--- config.mk ---
export PLATFORM = sky130hd
export DESIGN_NAME = rc_frame_channel_decoder_flat
export DESIGN_NICKNAME = d
export VERILOG_FILES = /design/src/rtl/rcfd_pkg.sv /design/src/rtl/rcfd_if.sv /design/src/rtl/rc_frame_channel_decoder.sv /design/src/rtl/rcfd_byte_cell.sv /design/src/rtl/rcfd_chan_cell.sv /design/src/flat_wrapper.sv
export SDC_FILE = /design/constraint.sdc
export NUM_CORES = 1
export LEC_CHECK = 0
export ABC_AREA = 1
export BUFFER_PORTS_ARGS = -buffer_cell sky130_fd_sc_hd__buf_2
export CAP_MARGIN = 20
export CELL_PAD_IN_SITES_DETAIL_PLACEMENT = 0
export CELL_PAD_IN_SITES_GLOBAL_PLACEMENT = 1
export CORE_MARGIN = 3
export CORE_UTILIZATION = 25
export CTS_CLUSTER_DIAMETER = 80
export DETAILED_ROUTE_END_ITERATION = 10
export PLACE_DENSITY_LB_ADDON = 0.1
export SYNTH_ARGS = -nofsm -noshare
export SYNTH_HDL_FRONTEND = slang
export SYNTH_SLANG_ARGS = --single-unit
export TNS_END_PERCENT = 10
--- constraint.sdc ---
create_clock -name clk_i -period 5.3 [get_ports clk_i]
set_input_delay 0.53 -clock clk_i [delete_from_list [all_inputs] [get_ports clk_i]]
set_output_delay 0.53 -clock clk_i [all_outputs]
set_load 0.01 [all_outputs]
--- src/rtl/rcfd_pkg.sv ---
`timescale 1ns / 1ps
// ----------------------------------------------------------------------------
// rcfd_pkg
// Shared types, register indexes and gate constants of the frame decoder.
// ----------------------------------------------------------------------------
package rcfd_pkg;

  localparam int unsigned CHAN_W    = 11;
  localparam int unsigned OFS_W     = 12;
  localparam int unsigned GATE_W    = 7;
  localparam int unsigned HEAD_LEN  = 6;
  localparam int unsigned CHECK_END = 12;
  localparam int unsigned NUM_CHAN  = 4;
  localparam int unsigned REG_IDX_W = 2;

  // register indexes of the config port
  localparam logic [REG_IDX_W-1:0] REG_WINDOW_LOW   = 2'd0;
  localparam logic [REG_IDX_W-1:0] REG_WINDOW_HIGH  = 2'd1;
  localparam logic [REG_IDX_W-1:0] REG_CENTER_VALUE = 2'd2;

  localparam logic [CHAN_W-1:0] WINDOW_LOW_RST   = 11'd300;
  localparam logic [CHAN_W-1:0] WINDOW_HIGH_RST  = 11'd1700;
  localparam logic [CHAN_W-1:0] CENTER_VALUE_RST = 11'd1024;

  // switch one codes that pick the active gate pair
  localparam logic [1:0] SW_MODE_LOW  = 2'd1;
  localparam logic [1:0] SW_MODE_HIGH = 2'd3;

  localparam logic [GATE_W-1:0] GATE_A_ON   = 7'd60;
  localparam logic [GATE_W-1:0] GATE_A_OFF  = 7'd49;
  localparam logic [GATE_W-1:0] GATE_B_LOW  = 7'd68;
  localparam logic [GATE_W-1:0] GATE_B_HIGH = 7'd75;
  localparam logic [GATE_W-1:0] GATE_B_OFF  = 7'd0;

  typedef struct packed {
    logic [CHAN_W-1:0] window_low;
    logic [CHAN_W-1:0] window_high;
    logic [CHAN_W-1:0] center_value;
  } cfg_t;

  typedef struct packed {
    logic [GATE_W-1:0] gate_b;
    logic [GATE_W-1:0] gate_a;
  } gates_t;

  function automatic gates_t gates_for(input logic [1:0] sw);
    gates_t g;
    case (sw)
      SW_MODE_LOW: begin
        g.gate_a = GATE_A_ON;
        g.gate_b = GATE_B_LOW;
      end
      SW_MODE_HIGH: begin
        g.gate_a = GATE_A_ON;
        g.gate_b = GATE_B_HIGH;
      end
      default: begin
        g.gate_a = GATE_A_OFF;
        g.gate_b = GATE_B_OFF;
      end
    endcase
    return g;
  endfunction

endpackage

--- src/rtl/rcfd_if.sv ---
`timescale 1ns / 1ps
// ----------------------------------------------------------------------------
// rcfd_if
// Handshake channels of the frame decoder: byte in, result out, config write.
// ----------------------------------------------------------------------------
interface rcfd_byte_if;
  logic       valid;
  logic       ready;
  logic [7:0] rx_byte;

  modport source (output valid, output rx_byte, input ready);
  modport sink   (input valid, input rx_byte, output ready);
endinterface

interface rcfd_result_if;
  logic              valid;
  logic              ready;
  logic              frame_valid;
  logic signed [11:0] stick_x;
  logic signed [11:0] stick_y;
  logic signed [11:0] rotation;
  logic signed [11:0] pitch_offset;
  logic [1:0]        switch_one;
  logic [1:0]        switch_two;
  logic [6:0]        gate_a;
  logic [6:0]        gate_b;

  modport source (output valid, output frame_valid, output stick_x, output stick_y,
                  output rotation, output pitch_offset, output switch_one,
                  output switch_two, output gate_a, output gate_b, input ready);
  modport sink   (input valid, input frame_valid, input stick_x, input stick_y,
                  input rotation, input pitch_offset, input switch_one,
                  input switch_two, input gate_a, input gate_b, output ready);
endinterface

interface rcfd_cfg_if;
  logic        valid;
  logic        ready;
  logic [1:0]  index;
  logic [10:0] data;

  modport source (output valid, output index, output data, input ready);
  modport sink   (input valid, input index, input data, output ready);
endinterface

--- src/rtl/rc_frame_channel_decoder.sv ---
`timescale 1ns / 1ps
// ----------------------------------------------------------------------------
// rc_frame_channel_decoder
// Counts received bytes into fixed-length frames and decodes stick channels.
// ----------------------------------------------------------------------------
// Usage:
//   in_i  : one received byte per word; words are counted into frames of
//           FRAME_LEN bytes starting at reset, with no sync search.
//   out_o : one result word per completed frame, carrying the frame check
//           (bytes 6 to 11 all zero) and the held channel offsets, switches
//           and PWM gate values.
//   cfg_i : register writes (window low, window high, center), always ready;
//           write them only while no frame is in flight.
// Throughput: one byte per cycle unless a waiting result stalls in_i. The
//   first six bytes shift down a chain of byte cells; four channel lanes
//   check and offset in the cycle the last byte is taken.
// Result: registered, and valid in the cycle after the last byte is taken.
// Reset: byte count, held values and gates clear to zero, the frame check
//   is set and the registers return to 300, 1700 and 1024.
// Stall: while a result waits, in_i is ready only if out_o is being taken
//   in the same cycle.
// ----------------------------------------------------------------------------
module rc_frame_channel_decoder
  import rcfd_pkg::*;
#(
  parameter int unsigned FRAME_LEN = 17
) (
  input  logic           clk_i,
  input  logic           rst_ni,
  rcfd_byte_if.sink      in_i,
  rcfd_result_if.source  out_o,
  rcfd_cfg_if.sink       cfg_i
);

  localparam int unsigned CNT_W = $clog2(FRAME_LEN);
  localparam logic [CNT_W-1:0] LAST_IDX = CNT_W'(FRAME_LEN - 1);

  cfg_t                    cfg_q;
  logic [CNT_W-1:0]        cnt_q;
  logic                    check_q;
  logic                    in_fire, last, check_eff, load;
  logic [7:0]              head [HEAD_LEN];
  logic [CHAN_W-1:0]       chan [NUM_CHAN];
  logic signed [OFS_W-1:0] held_next [NUM_CHAN];
  logic [1:0]              sw_one_q, sw_two_q, sw_one_d, sw_two_d;
  gates_t                  gates_q, gates_d;
  logic                    out_valid_q;

  // ---------------------------------------------------------------- config
  assign cfg_i.ready = 1'b1;

  always_ff @(posedge clk_i or negedge rst_ni) begin
    if (!rst_ni) begin
      cfg_q.window_low   <= WINDOW_LOW_RST;
      cfg_q.window_high  <= WINDOW_HIGH_RST;
      cfg_q.center_value <= CENTER_VALUE_RST;
    end else if (cfg_i.valid) begin
      case (cfg_i.index)
        REG_WINDOW_LOW:   cfg_q.window_low   <= cfg_i.data;
        REG_WINDOW_HIGH:  cfg_q.window_high  <= cfg_i.data;
        REG_CENTER_VALUE: cfg_q.center_value <= cfg_i.data;
        default: ;
      endcase
    end
  end

  // ---------------------------------------------------------- byte counter
  assign in_i.ready = !out_valid_q || out_o.ready;
  assign in_fire    = in_i.valid && in_i.ready;
  assign last       = (cnt_q == LAST_IDX);

  // bytes 6..11 must all be zero, including one arriving as the last byte
  assign check_eff = check_q && !((cnt_q >= CNT_W'(HEAD_LEN)) &&
                                  (cnt_q < CNT_W'(CHECK_END)) &&
                                  (in_i.rx_byte != 8'd0));
  assign load = in_fire && last && check_eff;

  always_ff @(posedge clk_i or negedge rst_ni) begin
    if (!rst_ni) begin
      cnt_q   <= '0;
      check_q <= 1'b1;
    end else if (in_fire) begin
      if (last) begin
        cnt_q   <= '0;
        check_q <= 1'b1;
      end else begin
        cnt_q   <= cnt_q + CNT_W'(1);
        check_q <= check_eff;
      end
    end
  end

  // ---------------------------------------------------- head shift line
  // after six shifts the cell at the far end holds byte 0
  for (genvar k = 0; k < HEAD_LEN; k++) begin : g_head
    rcfd_byte_cell u_cell (
      .clk_i   (clk_i),
      .shift_i (in_fire && (cnt_q < CNT_W'(HEAD_LEN))),
      .byte_i  ((k == 0) ? in_i.rx_byte : head[(k == 0) ? 0 : k-1]),
      .byte_o  (head[k])
    );
  end

  // b[n] = head[5-n]
  assign chan[0] = {head[4][2:0], head[5]};
  assign chan[1] = {head[3][5:0], head[4][7:3]};
  assign chan[2] = {head[1][0], head[2], head[3][7:6]};
  assign chan[3] = {head[0][3:0], head[1][7:1]};

  for (genvar c = 0; c < NUM_CHAN; c++) begin : g_chan
    rcfd_chan_cell u_chan (
      .clk_i       (clk_i),
      .rst_ni      (rst_ni),
      .load_i      (load),
      .chan_i      (chan[c]),
      .cfg_i       (cfg_q),
      .held_next_o (held_next[c])
    );
  end

  // ------------------------------------------------- switches and gates
  always_comb begin
    sw_one_d = sw_one_q;
    sw_two_d = sw_two_q;
    gates_d  = gates_q;
    if (load) begin
      sw_one_d = head[0][7:6];
      sw_two_d = head[0][5:4];
      gates_d  = gates_for(head[0][7:6]);
    end
  end

  always_ff @(posedge clk_i or negedge rst_ni) begin
    if (!rst_ni) begin
      sw_one_q <= '0;
      sw_two_q <= '0;
      gates_q  <= '0;
    end else begin
      sw_one_q <= sw_one_d;
      sw_two_q <= sw_two_d;
      gates_q  <= gates_d;
    end
  end

  // -------------------------------------------------------- result register
  always_ff @(posedge clk_i or negedge rst_ni) begin
    if (!rst_ni) begin
      out_valid_q <= 1'b0;
    end else if (in_fire && last) begin
      out_valid_q <= 1'b1;
    end else if (out_o.ready) begin
      out_valid_q <= 1'b0;
    end
  end

  always_ff @(posedge clk_i) begin
    if (in_fire && last) begin
      out_o.frame_valid  <= check_eff;
      out_o.stick_x      <= held_next[0];
      out_o.stick_y      <= held_next[1];
      out_o.rotation     <= held_next[2];
      out_o.pitch_offset <= held_next[3];
      out_o.switch_one   <= sw_one_d;
      out_o.switch_two   <= sw_two_d;
      out_o.gate_a       <= gates_d.gate_a;
      out_o.gate_b       <= gates_d.gate_b;
    end
  end

  assign out_o.valid = out_valid_q;

`ifndef SYNTHESIS
  a_cnt_range: assert property (@(posedge clk_i) disable iff (!rst_ni)
    cnt_q <= LAST_IDX)
    else $error("byte count past frame end");

  a_last_gives_word: assert property (@(posedge clk_i) disable iff (!rst_ni)
    in_fire && last |=> out_valid_q && cnt_q == '0 && check_q)
    else $error("frame end did not produce a result word");

  a_mid_frame_holds: assert property (@(posedge clk_i) disable iff (!rst_ni)
    in_fire && !last |=> $stable(sw_one_q) && $stable(gates_q))
    else $error("held switches changed inside a frame");

  a_bad_frame_holds: assert property (@(posedge clk_i) disable iff (!rst_ni)
    in_fire && last && !check_eff |=> $stable(sw_two_q) && !out_o.frame_valid)
    else $error("invalid frame changed held values");
`endif

endmodule

--- src/rtl/rcfd_byte_cell.sv ---
`timescale 1ns / 1ps
// ----------------------------------------------------------------------------
// rcfd_byte_cell
// One stage of the frame head shift line; takes its neighbor's byte on shift.
// ----------------------------------------------------------------------------
module rcfd_byte_cell (
  input  logic       clk_i,
  input  logic       shift_i,
  input  logic [7:0] byte_i,
  output logic [7:0] byte_o
);

  logic [7:0] byte_q;

  always_ff @(posedge clk_i) begin
    if (shift_i) begin
      byte_q <= byte_i;
    end
  end

  assign byte_o = byte_q;

endmodule

--- src/rtl/rcfd_chan_cell.sv ---
`timescale 1ns / 1ps
// ----------------------------------------------------------------------------
// rcfd_chan_cell
// One channel lane: window check, center offset and the held offset.
// ----------------------------------------------------------------------------
module rcfd_chan_cell
  import rcfd_pkg::*;
(
  input  logic                    clk_i,
  input  logic                    rst_ni,
  input  logic                    load_i,
  input  logic [CHAN_W-1:0]       chan_i,
  input  cfg_t                    cfg_i,
  output logic signed [OFS_W-1:0] held_next_o
);

  logic signed [OFS_W-1:0] held_q, held_d;
  logic                    in_window;
  logic signed [OFS_W-1:0] offset;

  assign in_window = (chan_i > cfg_i.window_low) && (chan_i < cfg_i.window_high);
  assign offset    = $signed({1'b0, chan_i} - {1'b0, cfg_i.center_value});

  always_comb begin
    held_d = held_q;
    if (load_i && in_window) begin
      held_d = offset;
    end
  end

  always_ff @(posedge clk_i or negedge rst_ni) begin
    if (!rst_ni) begin
      held_q <= '0;
    end else begin
      held_q <= held_d;
    end
  end

  assign held_next_o = held_d;

endmodule

--- src/flat_wrapper.sv ---
// flat-port wrapper written by rule: the top's interface ports become plain ports
module rc_frame_channel_decoder_flat import rcfd_pkg::*;
#(
  parameter int unsigned FRAME_LEN = 17
)
  (clk_i, rst_ni, in_i_valid, in_i_rx_byte, in_i_ready, out_o_valid, out_o_frame_valid, out_o_stick_x, out_o_stick_y, out_o_rotation, out_o_pitch_offset, out_o_switch_one, out_o_switch_two, out_o_gate_a, out_o_gate_b, out_o_ready, cfg_i_valid, cfg_i_index, cfg_i_data, cfg_i_ready);
  rcfd_byte_if in_i_i ();
  rcfd_result_if out_o_i ();
  rcfd_cfg_if cfg_i_i ();
  input  logic clk_i;
  input  logic rst_ni;
  input wire logic [$bits(in_i_i.valid)-1:0] in_i_valid;
  input wire logic [$bits(in_i_i.rx_byte)-1:0] in_i_rx_byte;
  output wire logic [$bits(in_i_i.ready)-1:0] in_i_ready;
  output wire logic [$bits(out_o_i.valid)-1:0] out_o_valid;
  output wire logic [$bits(out_o_i.frame_valid)-1:0] out_o_frame_valid;
  output wire logic [$bits(out_o_i.stick_x)-1:0] out_o_stick_x;
  output wire logic [$bits(out_o_i.stick_y)-1:0] out_o_stick_y;
  output wire logic [$bits(out_o_i.rotation)-1:0] out_o_rotation;
  output wire logic [$bits(out_o_i.pitch_offset)-1:0] out_o_pitch_offset;
  output wire logic [$bits(out_o_i.switch_one)-1:0] out_o_switch_one;
  output wire logic [$bits(out_o_i.switch_two)-1:0] out_o_switch_two;
  output wire logic [$bits(out_o_i.gate_a)-1:0] out_o_gate_a;
  output wire logic [$bits(out_o_i.gate_b)-1:0] out_o_gate_b;
  input wire logic [$bits(out_o_i.ready)-1:0] out_o_ready;
  input wire logic [$bits(cfg_i_i.valid)-1:0] cfg_i_valid;
  input wire logic [$bits(cfg_i_i.index)-1:0] cfg_i_index;
  input wire logic [$bits(cfg_i_i.data)-1:0] cfg_i_data;
  output wire logic [$bits(cfg_i_i.ready)-1:0] cfg_i_ready;
  assign in_i_i.valid = in_i_valid;
  assign in_i_i.rx_byte = in_i_rx_byte;
  assign in_i_ready = in_i_i.ready;
  assign out_o_valid = out_o_i.valid;
  assign out_o_frame_valid = out_o_i.frame_valid;
  assign out_o_stick_x = out_o_i.stick_x;
  assign out_o_stick_y = out_o_i.stick_y;
  assign out_o_rotation = out_o_i.rotation;
  assign out_o_pitch_offset = out_o_i.pitch_offset;
  assign out_o_switch_one = out_o_i.switch_one;
  assign out_o_switch_two = out_o_i.switch_two;
  assign out_o_gate_a = out_o_i.gate_a;
  assign out_o_gate_b = out_o_i.gate_b;
  assign out_o_i.ready = out_o_ready;
  assign cfg_i_i.valid = cfg_i_valid;
  assign cfg_i_i.index = cfg_i_index;
  assign cfg_i_i.data = cfg_i_data;
  assign cfg_i_ready = cfg_i_i.ready;
  rc_frame_channel_decoder #(.FRAME_LEN(FRAME_LEN)) u_core (.clk_i(clk_i), .rst_ni(rst_ni), .in_i(in_i_i), .out_o(out_o_i), .cfg_i(cfg_i_i));
endmodule
## Word-level counts from Yosys, hierarchy flattened

Cells that the tools add are included.

| cells by class | value |
|---|---|
| add/subtract/negate cells | 5 |
| $lt $le $gt $ge | 11 |
| equality and inequality tests | 5 |
| multiplexer cells | 12 |
| reduce and logical (&&, ||, !) cells | 24 |

Operator list:

| operator | number |
|---|---|
| 12-bit two-way mux | 4 |
| 11-bit by 11-bit subtractor with 12-bit output | 4 |
| 11-bit greater-than comparator | 4 |
| 11-bit less-than comparator | 4 |
| 14-bit one-hot mux with 2 select lines | 1 |
| 1-bit logical AND | 15 |
| 14-bit two-way mux | 1 |
| 8-bit nonzero test | 1 |
| 2-bit AND reduction | 3 |
| 5-bit by 1-bit adder with 5-bit output (second input constant) | 1 |
| 5-bit == test (second input constant) | 1 |
| 5-bit by 3-bit >= comparator with 1-bit output (second input constant) | 1 |
| 5-bit by 3-bit less-than comparator with 1-bit output (second input constant) | 1 |
| 5-bit by 4-bit less-than comparator with 1-bit output (second input constant) | 1 |
| 5-bit two-way mux | 1 |
| 2-bit by 1-bit == test with 1-bit output (second input constant) | 2 |
| 2-bit == test (second input constant) | 2 |
| 2-bit two-way mux | 2 |
| 1-bit two-way mux | 3 |
| 1-bit logical NOT | 2 |
| 2-bit logical NOT | 1 |
| 2-bit nonzero test | 1 |
| 1-bit logical OR | 1 |

| word-level totals | value |
|---|---|
| bits in registers | 221 |
| output and inout bits | 70 |
| logic and storage cells | 86 |

## Longest topological paths before layout

Gate-level depths: netlist of the first run.

| logic depth | value |
|---|---|
| word-level depth | 8 |
| depth in mapped cells | 14 |

## Cells and area by module

Synthesis of the first run repeated with hierarchy kept, for this count alone.

| second synthesis, totals | value |
|---|---|
| cell total of the unflattened synthesis | 1552 |
| area, all modules | 13193.9 sq um |

Modules (own cells, without submodules):

| module | instances | cells an instance | area an instance (sq um) | seq. area each (sq um) |
|---|---|---|---|---|
| rcfd_chan_cell | 4 | 295 | 1841.8 | 300.3 |
| rc_frame_channel_decoder | 1 | 324 | 4385.5 | 3477.1 |
| rcfd_byte_cell | 6 | 8 | 240.2 | 240.2 |

## Least setup slack after synthesis of the first run

OpenSTA, ideal clock, no wires.

| path | value |
|---|---|
| path type | input -> register |
| from | input out_o_ready |
| to | register u_core.g_head[0].u_cell.byte_q[0] (enable) |
| library setup time | 0.454 ns |
| data arrival time | 2.883 ns |
| path slack | 1.963 ns |
| stages | 4 |
| path buffers | 0 |
| cell sequence | inv_1 -> nand2_1 -> nand2_1 -> nor2_1 |

| between the ends | value |
|---|---|
| word-level cells in the longest chain between the ends | 3 |

RTL lines:

| what | line | text |
|---|---|---|
| start: declaration | flat_wrapper.sv:25 | `input wire logic [$bits(out_o_i.ready)-1:0] out_o_ready;` |
| 1-bit logical OR | rc_frame_channel_decoder.sv:68 | `assign in_i.ready = !out_valid_q \|\| out_o.ready;` |
| via in_i_ready | flat_wrapper.sv:14 | `output wire logic [$bits(in_i_i.ready)-1:0] in_i_ready;` |
| 1-bit logical AND | rc_frame_channel_decoder.sv:69 | `assign in_fire = in_i.valid && in_i.ready;` |
| 1-bit logical AND | rc_frame_channel_decoder.sv:98 | `.shift_i (in_fire && (cnt_q < CNT_W'(HEAD_LEN))),` |
| via u_core.g_head[0].u_cell.shift_i | rcfd_byte_cell.sv:8 | `input logic shift_i,` |
| end signal: assignment | rcfd_byte_cell.sv:17 | `byte_q <= byte_i;` |
| end: declaration | rcfd_byte_cell.sv:13 | `logic [7:0] byte_q;` |

The timed path passes the listed nets, and every way through them passes these cells.
A chain may end at the register's enable or synchronous reset.

## Worst setup path after layout of the first run

| path | value |
|---|---|
| from | register u_core.cfg_q[30] in the netlist's numbering |
| to | register u_core.out_o.stick_y[1] (data pin) |

| between the ends | value |
|---|---|
| word-level cells in the longest chain between the ends | 4 |

RTL lines:

| what | line | text |
|---|---|---|
| start: declaration | rc_frame_channel_decoder.sv:38 | `cfg_t cfg_q;` |
| 11-bit greater-than comparator | rcfd_chan_cell.sv:21 | `assign in_window = (chan_i > cfg_i.window_low) && (chan_i < cfg_i.window_high);` |
| 1-bit logical AND | rcfd_chan_cell.sv:21 |  |
| 1-bit logical AND | rcfd_chan_cell.sv:26 | `if (load_i && in_window) begin` |
| 12-bit two-way mux | rcfd_chan_cell.sv:26 |  |
| via u_core.g_chan[1].u_chan.held_next_o[1] | rcfd_chan_cell.sv:14 | `output logic signed [OFS_W-1:0] held_next_o` |
| end signal: assignment | rc_frame_channel_decoder.sv:160 | `out_o.stick_y <= held_next[1];` |
| end: declaration | rcfd_if.sv:28 | `modport source (output valid, output frame_valid, output stick_x, output stick_y,` |

The timed path passes the listed nets, and every way through them passes these cells.

==> out/metrics.csv, run 1 <==
metric;value;unit
status;complete, no violations;
Yosys reg bits;221;
Post-synth ARST share;47.96;%
leak pwr;6.984;nW
DRC;0;
row count;80;
CP max FO;13;
actual slew at the worst max-slew pin;967.7;ps
max incr delay on CP;720;ps
Top FF cell, synth;edfxtp_1;
Clock Skew;33.68;ps
Synth area leaders;edfxtp_1, dfrtp_1, ha_1;
Initial Util;25.31;%
CTS Sinks;221;
Resize count post-CTS;0;
H-Tree Depth;1;
Synth area leader;edfxtp_1;
largest net degree at the start of global routing;57;
met2 usage;23.94;%
CP Cell Sequence;inv_1 -> ha_1 -> nand2_1 -> inv_1 -> nand2_1 -> nor2_1 -> nand2_1 -> nand3_1 -> nand2_1 -> nor2_1 -> nand2_2 -> nand2_1 -> nand2_1;
Die Area;51120;sq um
critical path capture point type;flop;
final WL;35630;um
final core occ;29.70;%
Critical Path Source Type;flop;
Worst EP arrival;3250;ps
IO Port Bufs;94;
Vias/cell;4.297;
Nets;1589;
Clock Tree Root;clkbuf_16;
CTS tree;yes;
IO Pins;96;
critical path depth;13;
DRT iter0 DRCs;393;
WS Path Type;reg2reg;
grt peak-use layer;met2;
antenna violations before repair;0;
clock latency on the worst-skew pair;570;ps
max_slew headroom;35.25;%
# Max-Cap Violations;0;
unrepaired setup endpoints after global routing;no;
Reg clk slew, reported paths;60;ps
Area Overhead vs Synth;17.32;%
core region area;47850;sq um
DR vias;8878;
grt met3 use;2.067;%
setup bufs post-CTS;0;
Vert. Die Dim;226.1;um
WL per Instance;17.24;um
FF-to-FF Start;u_core.cfg_q[30];
top-area cell type share of the netlist area;28.51;%
register area share after synthesis;50.53;%
# diodes;0;
gp weighted congestion;0.7747;
drt pass-1 iters;5;
syn nets;1479;
Commonest cells post-synth;nand2_1, inv_1, ha_1;
Final WS setup;2351;ps
Detailed Place HPWL;27020;um
pre-CTS setup slack;2291;ps
EDFF count, synth;115;
Hold Path Class;in2reg;
Fin. Hold Viols;0;
fin. max-slew vios;0;
Die W;226.1;um
P per Cell Area;443.5;nW/um^2
required time worst endpoint;5600;ps
crit-path leading delay family;simple AND/OR/NAND/NOR gates;
HP Start;in_i_rx_byte[3];
CTS max path bufs;3;
VDD IR max;0.2269;mV
Cell variety after synth;37;
Overall Global Routing Usage;14.27;%
fraction of layout cells with a size suffix above 1;11.72;%
Avg Synthesized Cell Area;9.189;sq um
dpl cells;2011;
Worst Hold Path EP;u_core.g_head[0].u_cell.byte_o[3];
fin crit period;2949;ps
Detail Route Antenna Nets;0;
synthesized cell area;12110;sq um
reg-to-reg endpoint;u_core.out_o.stick_y[1];
top-count cell post-synth;nand2_1;
Max Clk Rate;339.1;MHz
setup tns final;0;ps
fin cells;2066;
first-pass GRT wire length;55330;um
reg2reg path depth;13;
Mapped Cells;1318;
final setup vio count;0;
R2R setup slack;2350;ps
TritonCTS Buffers;29;
WHS Path Cells;1;
CP bufs+invs;2;
Critical-path top delay cell;nor2_1;
met1 Use GR;19.17;%
total chip power;6.302;mW
Tcrit/Tclk final;55.64;%
total grt overflow;0;
CP dominant cell by count;nand2_1;
synth warn;0;
vias in the first global route;9116;
-- layout by cell type (no fill, tap or decap), types with 2 or more instances in the layout --
master     instances
a21o_1             6
a21oi_1           53
a31oi_1            2
buf_2             93
buf_4              6
bufinv_16          3
clkbuf_1          10
clkbuf_16         29
clkbuf_8           2
clkinv_1           2
clkinv_2           3
clkinv_4           2
dfrtp_1           95
dfstp_2           11
edfxtp_1         115
fa_1               4
ha_1             131
inv_1            153
inv_6              3
nand2_1          424
nand2_2            4
nand3_1          101
nand3b_1           6
nand4_1           13
nor2_1            80
nor2_2             4
nor2_4             3
nor2_8             2
nor3_1             5
nor3b_1            2
o21a_1             4
o21ai_0           42
o21bai_1           4
or2_2              2
xnor2_1            8
xor2_1            16
-- final cells by class --
type,count,area (sq um)
Sequential cell,221,6120
Clock buffer,41,790.8
Fill cell,5174,33640
Clock inverter,13,156.4
Inverter,154,580.6
Timing Repair Buffer,100,520.5
Multi-Input combinational cell,922,5273
Tap cell,615,769.5
-- logic make-up (layout without fill, tap and decap cells) --
kind of cell               Yosys count  count (layout)  synth area share (%)
adders and majority gates          135             135                 14.19
and+or+nand+nor                    649             649                 22.50
buffers and inverters              175             308                 6.002
DFF                                221             221                 50.53
other                                1               1               0.03096
xor gates and xnor gates            24              24                 1.736
AOI/OAI and AO/OA                  113             113                 5.010
-- stage by stage --
stage	hold WS, ps	instance area (sq um)
final	154.6	14210
after detailed placement	438.6	13250
after CTS	114.9	14210
after global placement	432.5	13250
after floorplan	234.4	12110
after global routing	130.1	14210
-- repair_timing --
item	in CTS	in global routing
hold buffers	1	0
setup endpoints to repair	0	0
hold endpoints to repair	30	0
-- report_power, final --
| part | switching, mW | leakage (nW) | internal (mW) |
|---|---|---|---|
| combinational | 1.30 | 4.07 | 0.688 |
| clock | 0.775 | 0.463 | 1.19 |
| sequential | 0.208 | 2.45 | 2.15 |
| total | 2.28 | 6.98 | 4.02 |
-- state kept, by name (all words and copies together), names as in the netlist, 2 cells and up --
register	cells
u_core.gates_q	14
u_core.sw_one_q	2
u_core.out_o.rotation	12
u_core.g_chan.u_chan.held_q	48
u_core.cfg_q	33
u_core.out_o.stick_y	12
u_core.out_o.gate_a	7
u_core.out_o.gate_b	7
u_core.sw_two_q	2
u_core.out_o.switch_one	2
u_core.out_o.stick_x	12
u_core.out_o.pitch_offset	12
u_core.cnt_q	5
u_core.g_head.u_cell.byte_o	48
u_core.out_o.switch_two	2
-- worst max-delay path by stage --
stage / start / slack (ps) / endpoint
3_5_place_dp: u_core.cfg_q[30] / 2290 / u_core.out_o.stick_y[9]
5_1_grt: u_core.cfg_q[27] / 2060 / u_core.out_o.stick_y[10]
6_report: u_core.cfg_q[30] / 2350 / u_core.out_o.stick_y[1]
3_3_place_gp: u_core.cfg_q[30] / 2300 / u_core.out_o.stick_y[11]
4_1_cts: u_core.cfg_q[30] / 2300 / u_core.out_o.stick_y[1]
2_1_floorplan: out_o_ready / 1960 / u_core.g_head[0].u_cell.byte_o[0]
-- layer usage --
layer,wire length (um),up-vias
li1,-,4568
met1,16840,4154
met2,16660,117
met3,1210,39
met4,918,0
met5,0,-
Note: power is estimated with default switching activity, not from simulation.
==> run 2, diff against run 1 <==
- clock period: 5.3 -> 2.5 ns (I/O delays scaled with it)
==> run 2 against run 1 <==
Highest routed layer unchanged. Via count up 0.96%. Critical path depth is 2 lower. Core utilization increased by 1.0 points. Maximum frequency grew 25%.
==> out/metrics.csv, run 2 (same netlist as run 1, synthesis figures left out) <==
metric;value;unit;change
total grt overflow;0;;unchanged
Critical-path top delay cell;dfstp_2;;
# Max-Cap Violations;0;;unchanged
CTS max path bufs;3;;unchanged
Vert. Die Dim;226.1;um;unchanged
leak pwr;7.244;nW;+3.7%
fraction of layout cells with a size suffix above 1;13.37;%;+1.7 points
largest net degree at the start of global routing;107;;+88%
Worst EP arrival;2680;ps;-570 ps
CTS tree;yes;;
required time worst endpoint;2820;ps;-2780 ps
Final WS setup;144.8;ps;-2206 ps
switching power;4.938;mW;+120%
met1 Use GR;19.56;%;+0.40 points
Vias/cell;4.262;;-0.82%
core region area;47850;sq um;unchanged
CP dominant cell by count;nor2_1;;
first-pass GRT wire length;55780;um;+0.81%
final core occ;30.73;%;+1.0 points
row count;80;;unchanged
Logic pwr share;31.6;%;about the same
fin crit period;2355;ps;-593.8 ps
Overall Global Routing Usage;14.41;%;+0.15 points
final WL;35790;um;+0.45%
DRT iter0 DRCs;478;;+22%
WS Path Type;reg2reg;;
Hold Path Class;in2reg;;
max incr delay on CP;530;ps;-190 ps
Max Clk Rate;424.6;MHz;+25%
internal power;8.899;mW;+120%
CTS Sinks;221;;unchanged
WL per Instance;17.02;um;-1.3%
drt pass-1 iters;5;;unchanged
met2 usage;24.27;%;+0.33 points
DRC;0;;unchanged
grt met3 use;2.015;%;-0.052 points
gp weighted congestion;0.7972;;+2.9%
grt peak-use layer;met2;;
DR vias;8963;;+0.96%
Reg clk slew, reported paths;60;ps;about the same
CP Cell Sequence;inv_1 -> ha_1 -> nand2_1 -> o21ai_0 -> nor2_1 -> nor2_1 -> nor2_1 -> nor2_8 -> buf_4 -> nand3_1 -> nand2_1;;
IO Port Bufs;94;;unchanged
fin. max-slew vios;0;;unchanged
Finished Cell Area;14700;sq um;+3.5%
filler cell count;5095;;-1.5%
VDD IR max;0.4940;mV;+120%
Die Area;51120;sq um;unchanged
H-Tree Depth;1;;unchanged
Clock Tree Root;clkbuf_16;;
IO Pins;96;;unchanged
pre-CTS setup slack;102.5;ps;-2189 ps
vias in the first global route;9210;;+1.0%
crit-path leading delay family;simple AND/OR/NAND/NOR gates;;
Clock Skew;26.41;ps;-7.275 ps
Hold WS;21.42;ps;-133.2 ps
Die W;226.1;um;unchanged
final setup vio count;0;;unchanged
Area after DPL;13430;sq um;+1.3%
Critical Path Source Type;flop;;
Switching Share;35.69;%;-0.50 points
clock latency on the worst-skew pair;570;ps;about the same
Initial Util;25.31;%;unchanged
status;complete, no violations;;
Area Overhead vs Synth;21.40;%;
unrepaired setup endpoints after global routing;yes;;
Detail Route Antenna Nets;0;;unchanged
actual slew at the worst max-slew pin;743.9;ps;-223.8 ps
total chip power;13.84;mW;+120%
critical path capture point type;flop;;
Fin. Hold Viols;0;;unchanged
TritonCTS Buffers;29;;unchanged
Reg power frac;35.8;%;-1.6 points
antenna violations before repair;0;;unchanged
CP max FO;12;;-1
most frequent cells in the layout;nand2_1, inv_1, ha_1;;
CP bufs+invs;2;;unchanged
Detailed Place HPWL;26460;um;-2.1%
max_slew headroom;50.27;%;+15 points
# diodes;0;;unchanged
P per Cell Area;941.1;nW/um^2;+110%
Tcrit/Tclk final;94.21;%;+39 points
Nets;1626;;+2.3%
Clk pwr share;32.5;%;+1.4 points
commonest non-fill, non-tap cell in the layout;nand2_1;;
-- run 2: final timing paths --
| kind | startpoint | to | slack [ps] | cells after the start |
|---|---|---|---|---|
| setup / recovery | u_core.cfg_q[24] | u_core.out_o.rotation[7] | 140 | 11 |
| hold / removal | cfg_i_data[10] | u_core.cfg_q[21] | 20 | 3 |
| setup reg to reg | u_core.cfg_q[24] | u_core.out_o.rotation[7] | 140 | 11 |
| hold reg to reg | u_core.g_head[4].u_cell.byte_o[3] | u_core.g_head[5].u_cell.byte_o[3] | 450 | 0 |
| max in group asynchronous | rst_ni | u_core.cfg_q[0] | 1630 | 3 |
| min in group asynchronous | rst_ni | u_core.gates_q[12] | 270 | 3 |
-- run 2: per-stage QoR --
stage | TNS [ps] | cells
floorplan | -28590 | 1318
global placement | 0 | 2028
detailed placement | 0 | 2028
CTS | 0 | 2101
finish | 0 | 2103
global route | -0.9996 | 2103
-- run 2: timing repair --
action                                  4_1_cts  5_1_grt
endpoints found under the setup margin        0       38
buffers inserted                              0        2
endpoints found under the hold margin       128        0
hold buffers                                 19        0
resized for setup                             0        7
-- run 2: worst min-delay path, cell delays in order --
cell     delay, ps
buf_2          100
inv_1          120
o21ai_0        100
-- run 2: cell type report --
class	count	area, sq um	share of cell area [%]
sequential	221	6120	41.62
multi-input combinational	922	5298	36.03
timing repair buffer	137	893.4	6.076
clock buffer	36	782.0	5.319
tap	615	769.5	5.234
inverter	154	583.1	3.966
clock inverter	18	257.7	1.753
-- run 2: routing by layer --
layer,wire length [um],vias up
met5,0,-
met4,954,0
met3,1023,42
met2,16530,112
met1,17280,4169
li1,-,4640
-- run 2: power by group through the flow --
stage / Combinational (mW) / Clock [mW] / Sequential [mW]
global placement: 4.43 / 0 / 5.05
finish: 4.38 / 4.50 / 4.96
detailed placement: 4.42 / 0 / 5.04
CTS: 4.47 / 4.66 / 4.98
floorplan: 3.07 / 0 / 4.88
global route: 5.15 / 4.78 / 5.03
==> run 3, diff against run 2 <==
- ABC_AREA: 1 -> not set
==> run 3 against run 2 <==
The run now ends with negative setup slack left. Clock-buffer cell count down 2. Core utilization rose by 4.4 points. Routed wire length down 4.6%. Worst setup slack got worse by 410 ps. Non-clock buffer count grew 177. Clock power decreased by 4%. Critical path depth decreased by 1. Final area rose by 7.0%. Die area down 5.2%. Critical endpoint is now u_core.out_o.stick_y[3]. Largest power group is now combinational cells.
==> out/metrics.csv, run 3 <==
metric;value;unit;change
Post-Synth Simple-Gate Area;10.12;%;-12 points
synth warn;0;;unchanged
most frequent cells in the layout;buf_4, ha_1, edfxtp_1;;
register area share after synthesis;53.35;%;+2.8 points
Final WS setup;-260.6;ps;-405.3 ps
Critical Path Source Type;flop;;
failing checks;negative setup slack;;
R2R setup slack;-260;ps;-410 ps
drt pass-1 iters;4;;-1
Detail Route Antenna Nets;0;;unchanged
IO Port Bufs;94;;unchanged
Die W;220.2;um;-2.6%
CTS Sinks;221;;unchanged
EDFF count, synth;115;;unchanged
total grt overflow;0;;unchanged
largest family of logic cells by synthesized area;adder cells;;
max_slew headroom;45.74;%;-4.5 points
Post-Synth Adder-Cell Area;14.99;%;+0.79 points
row count;77;;-3.8%
Clock Skew;14.97;ps;-11.44 ps
Yosys reg bits;221;;unchanged
fraction of layout cells with a size suffix above 1;37.52;%;+24 points
area of the multi-input gates;5280;sq um;-0.33%
P per Cell Area;924.0;nW/um^2;-1.8%
fin crit period;2761;ps;+405.3 ps
fin. max-slew vios;0;;unchanged
gp weighted congestion;0.8232;;+3.3%
DRT iter0 DRCs;361;;-24%
syn nets;1054;;-29%
FF-to-FF Start;u_core.cfg_q[20];;
Worst EP arrival;3070;ps;+390 ps
Hold Path Class;in2reg;;
unrepaired setup endpoints after global routing;yes;;
Nets;1387;;-15%
Synth Area in Compound Gates;8.727;%;+3.7 points
clock latency on the worst-skew pair;570;ps;about the same
HP Start;out_o_ready;;
Hold WS;59.64;ps;+38.22 ps
# Max-Cap Violations;0;;unchanged
CP max FO;12;;unchanged
Reg clk slew, reported paths;60;ps;about the same
final setup vio count;66;;+66
first-pass GRT wire length;52260;um;-6.3%
Synth area leaders;edfxtp_1, dfrtp_1, ha_1;;
xor/xnor share of the synthesized area;2.138;%;+0.40 points
Worst Hold Path EP;u_core.out_o.valid;;
final WL;34130;um;-4.6%
top-count cell post-synth;ha_1;;
Mapped Cells;893;;-32%
pre-CTS setup slack;-575.5;ps;-678.0 ps
Storage cell area;6120;sq um;unchanged
Max Clk Rate;362.2;MHz;-15%
top-area cell type share of the netlist area;30.11;%;+1.6 points
WL per Instance;18.53;um;+8.9%
CTS max path bufs;3;;unchanged
Area Overhead vs Synth;37.12;%;
vias in the first global route;8451;;-8.2%
Top FF cell, synth;edfxtp_1;;
DR vias;7997;;-11%
Tcrit/Tclk final;110.4;%;+16 points
CTS tree;yes;;
Synth area leader;edfxtp_1;;
# diodes;0;;unchanged
VDD IR max;0.5463;mV;+11%
synthesized cell area;11470;sq um;-5.3%
WS Path Type;reg2reg;;
Fin. Hold Viols;0;;unchanged
largest net degree at the start of global routing;56;;-48%
Finished Cell Area;15730;sq um;+7.0%
DRC;0;;unchanged
core region area;44800;sq um;-6.4%
Overall Global Routing Usage;14.33;%;-0.085 points
Clock Tree Root;clkbuf_16;;
Initial Util;25.60;%;+0.29 points
reg-to-reg endpoint;u_core.out_o.stick_y[3];;
actual slew at the worst max-slew pin;811.4;ps;+67.48 ps
Vert. Die Dim;220.2;um;-2.6%
Post-synth ARST share;47.96;%;unchanged
Area after DPL;14260;sq um;+6.2%
Detailed Place HPWL;25370;um;-4.1%
H-Tree Depth;1;;unchanged
post-synthesis mux area share;7.876;%;+7.9 points
filler cell count;4495;;-12%
Avg Synthesized Cell Area;12.84;sq um;+40%
commonest non-fill, non-tap cell in the layout;buf_4;;
antenna violations before repair;0;;unchanged
Vias/cell;4.341;;+1.9%
TritonCTS Buffers;30;;+3.4%
status;finished, violations left;;
Commonest cells post-synth;ha_1, edfxtp_1, dfrtp_1;;
Cell variety after synth;62;;+68%
WHS Path Cells;4;;+1
required time worst endpoint;2810;ps;about the same
reg2reg path depth;10;;-1
critical path capture point type;flop;;
leak pwr;6.933;nW;-4.3%
Die Area;48490;sq um;-5.2%
IO Pins;96;;unchanged
[run 3: cell count changes after synthesis, sizes merged, moves of 10 or more]
cell	change
a21oi	-14
nor2b	+14
inv	-94
nor4	+12
nand3	-84
mux2	+64
nand2	-376
a21o	+14
nor2	-61
nand2b	+15
mux2i	+10
nor3	+10
[run 3: kinds of logic (layout without fill, tap and decap cells)]
kind of cell / after synthesis / in the layout
flops: 221 / 221
simple gates: 207 / 207
compound gates: 153 / 153
fa+ha+maj: 135 / 135
mux: 74 / 74
buf+inv: 74 / 431
xor+xnor: 28 / 28
other cells: 1 / 1
[run 3: worst max-delay path by stage]
stage                                  start  slack (ps)                           endpoint
after floorplan           u_core.out_o.valid        -270  u_core.g_head[0].u_cell.byte_o[0]
after global placement      u_core.cfg_q[20]        -690           u_core.out_o.stick_x[11]
after detailed placement    u_core.cfg_q[30]        -580          u_core.out_o.rotation[11]
after CTS                   u_core.cfg_q[27]        -300       u_core.out_o.pitch_offset[2]
after global routing        u_core.cfg_q[27]        -380            u_core.out_o.stick_y[3]
final                       u_core.cfg_q[20]        -260            u_core.out_o.stick_y[3]
[run 3: routing by layer]
layer / track usage (%) / vias up / routed length, um
met2: 23.74 / 116 / 15880
met1: 19.93 / 3832 / 16480
met5: 0 / - / 0
met3: 1.977 / 43 / 1143
met4: 3.327 / 0 / 618
li1: - / 4006 / -
[run 3: area by class of cell]
cell class              count  area share (%)
clock buffers              34           5.068
clock inverters            22           1.297
inverters                  61           1.488
multi-input cells         598           33.57
flip-flops and latches    221           38.91
well taps                 592           4.710
repair buffers            314           14.96
[run 3: worst max-delay path, cell delays in order (launching register included)]
cell and delay [ps]:
dfstp_2 520, inv_1 70, buf_4 150, ha_1 290, and3_4 220, nand3_2 100
or4_4 510, nand3_4 130, nor3_4 60, buf_12 160, mux2_2 290
[run 3: report_power, final]
part	switching (mW)	leakage [nW]	internal, mW
Combinational	2.81	4.11	2.70
Clock	1.71	0.483	2.60
Sequential	0.360	2.34	4.35
[run 3: through the flow]
step / instances / total power, mW / setup TNS [ps] / utilization (%)
floorplan: 893 / 7.620 / -18900 / -
global placement: 1760 / 10.09 / -37430 / 31.80
detailed placement: 1761 / 10.07 / -28310 / 31.83
CTS: 1842 / 14.71 / -11140 / 34.90
global route: 1842 / 15.58 / -15430 / 35.11
finish: 1842 / 14.53 / -7501 / 35.11
[run 3: timing repair]
item,CTS,global route
endpoints found under the setup margin,130,111
pin swaps,11,2
gates resized for setup,33,18
hold buffers,20,0
gates cloned,0,0
hold endpoints to repair,138,0
buffers inserted,5,0
